==> src/swrc_delay.sv <==
`timescale 1ns / 1ps
// ----------------------------------------------------------------------------
// swrc_delay
// Stall-aware delay line that carries item data and valid bits alongside
// the slab dividers.
// ----------------------------------------------------------------------------
module swrc_delay #(
    parameter int W     = 8,
    parameter int DEPTH = 2
) (
    input  logic         i_clk,
    input  logic         i_rst_n,
    input  logic         i_en,
    input  logic         i_valid,
    input  logic [W-1:0] i_data,
    output logic         o_valid,
    output logic [W-1:0] o_data
);

    logic [DEPTH-1:0] r_valid;
    logic [W-1:0]     r_data [0:DEPTH-1];

    always_ff @(posedge i_clk) begin
        if (!i_rst_n) begin
            r_valid <= '0;
        end else if (i_en) begin
            r_valid <= {r_valid[DEPTH-2:0], i_valid};
        end
    end

    always_ff @(posedge i_clk) begin
        if (i_en) begin
            r_data[0] <= i_data;
            for (int i = 1; i < DEPTH; i++) begin
                r_data[i] <= r_data[i-1];
            end
        end
    end

    assign o_valid = r_valid[DEPTH-1];
    assign o_data  = r_data[DEPTH-1];

endmodule

==> config.mk <==
export PLATFORM = sky130hd
export DESIGN_NAME = swrc_delay
export DESIGN_NICKNAME = d
export VERILOG_FILES = /design/src/swrc_delay.sv
export SDC_FILE = /design/constraint.sdc
export NUM_CORES = 1
export LEC_CHECK = 0
export ABC_AREA = 1
export BUFFER_PORTS_ARGS = -buffer_cell sky130_fd_sc_hd__buf_4
export CELL_PAD_IN_SITES_DETAIL_PLACEMENT = 1
export CELL_PAD_IN_SITES_GLOBAL_PLACEMENT = 2
export CORE_MARGIN = 2
export CORE_UTILIZATION = 31
export CTS_CLUSTER_SIZE = 10
export DETAILED_ROUTE_END_ITERATION = 16
export GPL_TIMING_DRIVEN = 0
export PLACE_DENSITY = 0.84
export SYNTH_ARGS = -nofsm -noshare
export SYNTH_HDL_FRONTEND = slang
export SYNTH_SLANG_ARGS = --single-unit
==> constraint.sdc <==
create_clock -name i_clk -period 0.8 [get_ports i_clk]
set_input_delay 0 -clock i_clk [delete_from_list [all_inputs] [get_ports i_clk]]
set_output_delay 0 -clock i_clk [all_outputs]
set_load 0.05 [all_outputs]
* Yosys cells after proc, flatten, opt, wreduce, memory -nomap -nowiden
Memory sizes are Yosys's and may differ from the RTL's. Index checks and enable logic that the tools add are counted.
Operators by class: multiplexer cells 2
Operators by type and width (count):
- 1-bit two-way mux | 2
Storage, ports and cells: register bits after elaboration 2, memory bits (writable) 16, bits of input ports 12, word-level logic and storage cells 4, memories 1
Memory list:
- r_data | depth 2, bits a word 8, read ports 2, clocked after Yosys merged registers in 0, wr ports 2, RTL line 21 | logic [W-1:0] r_data [0:DEPTH-1];

* Logic depth before layout (Yosys ltp)
word-level depth 2, gate-level depth with buffers 4, gate-level depth less buffers 4

* Least setup slack after synthesis
OpenSTA, ideal clock, no wires.
path kind register to register, start point register r_valid[1] (netlist name), end point register r_valid[1], library setup time 62 ps, arrival 822 ps, path slack -84 ps, stages on the path, launching flop included 3, path buffers 0, clock period less this slack 884 ps, cell sequence dfxtp_1 -> nor2_1 -> nor2_2
RTL lines:
- end signal: assignment | RTL line 27 | r_valid <= {r_valid[DEPTH-2:0], i_valid};
- end: declaration | RTL line 20 | logic [DEPTH-1:0] r_valid;

==> qor.yml <==
routing:
  ant_nets: 0
  avgRoutedWirePerCell_um: 10.20
  drt-total-wl_um: 908
  route.detailed.drc: 0
  viasPerCell: 3.787
  drt-pass1-iter-count: 3
  drt_iter0_markers: 6
  vias: 337
timing:
  rsz0062_at_grt: "yes"
  worst_pin_slew_ns: 0.2393
  layout_min_cycle_time_ns: 0.8825
  period_share_pct: 110.3
  fin_ws_ns: -0.08245
  drv_slew: 0
  relSlewSlack_pct: 84.04
  fmax_mhz: 1133
  hold_viol: 0
  finalSetupViolations: 8
  finClkSkew_ns: 0.0008413
power_and_ir_drop:
  seqPwrFrac_pct: 57.4
  leakage_uw: 0.0003834
  comb_power_share_pct: 15.5
  p_clk_share_pct: 27.1
  p_per_area_mw_per_mm2: 2076
  p_int_uw: 1528
  p_switching_uw: 443.4
  switching_share_pct: 22.50
  vdd_ir_drop_max_uv: 639.5
outcome:
  violations: "negative setup slack"
  run_status: "finished with violations"
clock_network:
  clk_latency_ns: 0.29
  cts.path.max_buffers: 2
  cts_max_level: 1
  numCtsBuffers: 3
  clkTransAtPathRegs_ns: 0.09
  clock-sinks: 18
  clockRootBuffer: "clkbuf_4"
  post_cts_buffers: 0
  cts_tree: "built"
cells_and_area:
  area_delta_synth_final_pct: 53.02
  n_antenna_cell: 0
  seq_area_um2: 521.8
  final_cell_mix: "edfxtp_1, buf_4, dlygate4sd3_1, buf_8, nand2_1"
  layout_commonest_cell: "edfxtp_1"
  num-fill-cells: 205
  drive_gt1_share_pct: 41.94
  multi_input_area_um2: 32.53
  nets: 75
  final_cells: 89
floorplanning:
  core_area_mm2: 0.001922
  dieArea_mm2: 0.002376
  die_y_um: 48.74
  dieWidth_um: 48.74
  io_pins: 21
  num_rows: 16
  start_util_pct: 32.29
setup_path:
  worstSetupPathType: "reg2out"
  end_kind: "output pin"
  start_kind: "flip-flop"
  cp_max_fo: 1
  path_delay_family: "flip-flops"
  max_stage_delay_ns: 0.42
  arrival_ns: 0.88
  path_cells: "buf_8"
  path_buf_inv: 1
  crit_slowest_cell: "edfxtp_1"
  crit_required_ns: 0.80
yosys:
  synth_area_um2: 620.6
  yosysTopAreaCellShare_pct: 77.42
  ys_top_cells_by_area: "edfxtp_1, buf_4, dfxtp_1"
  yosysSeqAreaShare_pct: 83.87
  yosysTopAreaCell: "edfxtp_1"
  postSynthNetCount: 48
  synth-seq-cells: 18
  synth_cells: 36
  syn_avg_cell_area_um2: 17.24
  ys_types: 7
  yosysWarnings: 0
global_routing:
  grt_pass1_wl_um: 1476
  met2_usage_pct: 14.38
  grt_pass1_vias: 345
  use_met1_pct: 8.907
  use_met3_pct: 0.9259
  grt_max_degree: 21
  busiest_layer: "met2"
  gr-total-overflow: 0
  antenna_found_initial: 0
  track_usage_pct: 8.886
placement:
  gp_congestion: 0.6169
  port_buffers: 20
  place_ws_ns: 0.1216
  dpl.cell_count: 83
  hpwl_um: 629.9
hold_path:
  hold_class: "in2reg"
job:
  maxCapViolCount: 0
Yosys cell counts, drive strengths merged:
| cell | instances |
|---|---|
| buf | 8 |
| edfxtp | 16 |
| inv | 2 |
| nand2 | 4 |
| dfxtp | 2 |
| nor2 | 4 |
registers in the layout (all words and copies together), names as in the netlist:
register and flops:
r_valid 2, r_data 16
final cells by class:
class	count	share of cell area, %
Inverter	2	0.7905
Clock buffer	4	3.821
Tap cell	27	3.557
Timing Repair Buffer	30	33.47
Sequential cell	18	54.94
Multi-Input combinational cell	8	3.426
final timing paths:
path	endpoint	start	slack, ns	cells after the start
worst max-delay path	o_data[1]	r_data[0][9]	-0.08	1
worst min register to register	r_data[0][8]	r_data[0][0]	0.43	0
worst max register to register	r_data[0][15]	r_data[0][7]	0.16	0
worst min-delay path	r_data[0][9]	i_en	0.09	1
kinds of logic (layout without fill, tap and decap cells):
kind of cell | after synthesis | count (layout) | share of synthesized area [%]
flops | 18 | 18 | 83.87
buf+inv | 10 | 36 | 10.89
simple gates | 8 | 8 | 5.242
power by group through the flow:
stage	Clock (uW)	Sequential, uW	Combinational, uW
after floorplan	0	1150	148
after global routing	599	1140	320
final	534	1130	306
after global placement	0	1140	261
after CTS	552	1130	305
after detailed placement	0	1140	266
metal layers:
| metal | up-vias | share of wire (%) | routed length (um) |
|---|---|---|---|
| met3 | 5 | 3.2 | 29 |
| met5 | - | 0 | 0 |
| met2 | 15 | 53 | 480 |
| li1 | 165 | - | - |
| met1 | 152 | 38 | 346 |
| met4 | 0 | 5.6 | 51 |
stage by stage:
stage	area [um^2]	util [%]	TNS [ns]	power (uW)	hold slack [ns]
floorplan	621.8	-	0	1294	0.09887
global placement	805.8	41.93	0	1396	0.1784
detailed placement	805.8	41.93	0	1406	0.1796
CTS	945.9	49.22	-0.5939	1987	0.08723
global route	949.7	49.41	-0.9469	2057	0.07488
finish	949.7	49.41	-0.5109	1971	0.09347
repair_timing:
item / 4_1_cts / 5_1_grt
endpoints found under the hold margin: 10 / 0
setup endpoints to repair: 9 / 9
gates resized for setup: 17 / 1
pin swaps: 0 / 0
hold buffers: 10 / 0
(Power assumes the default switching activity.)
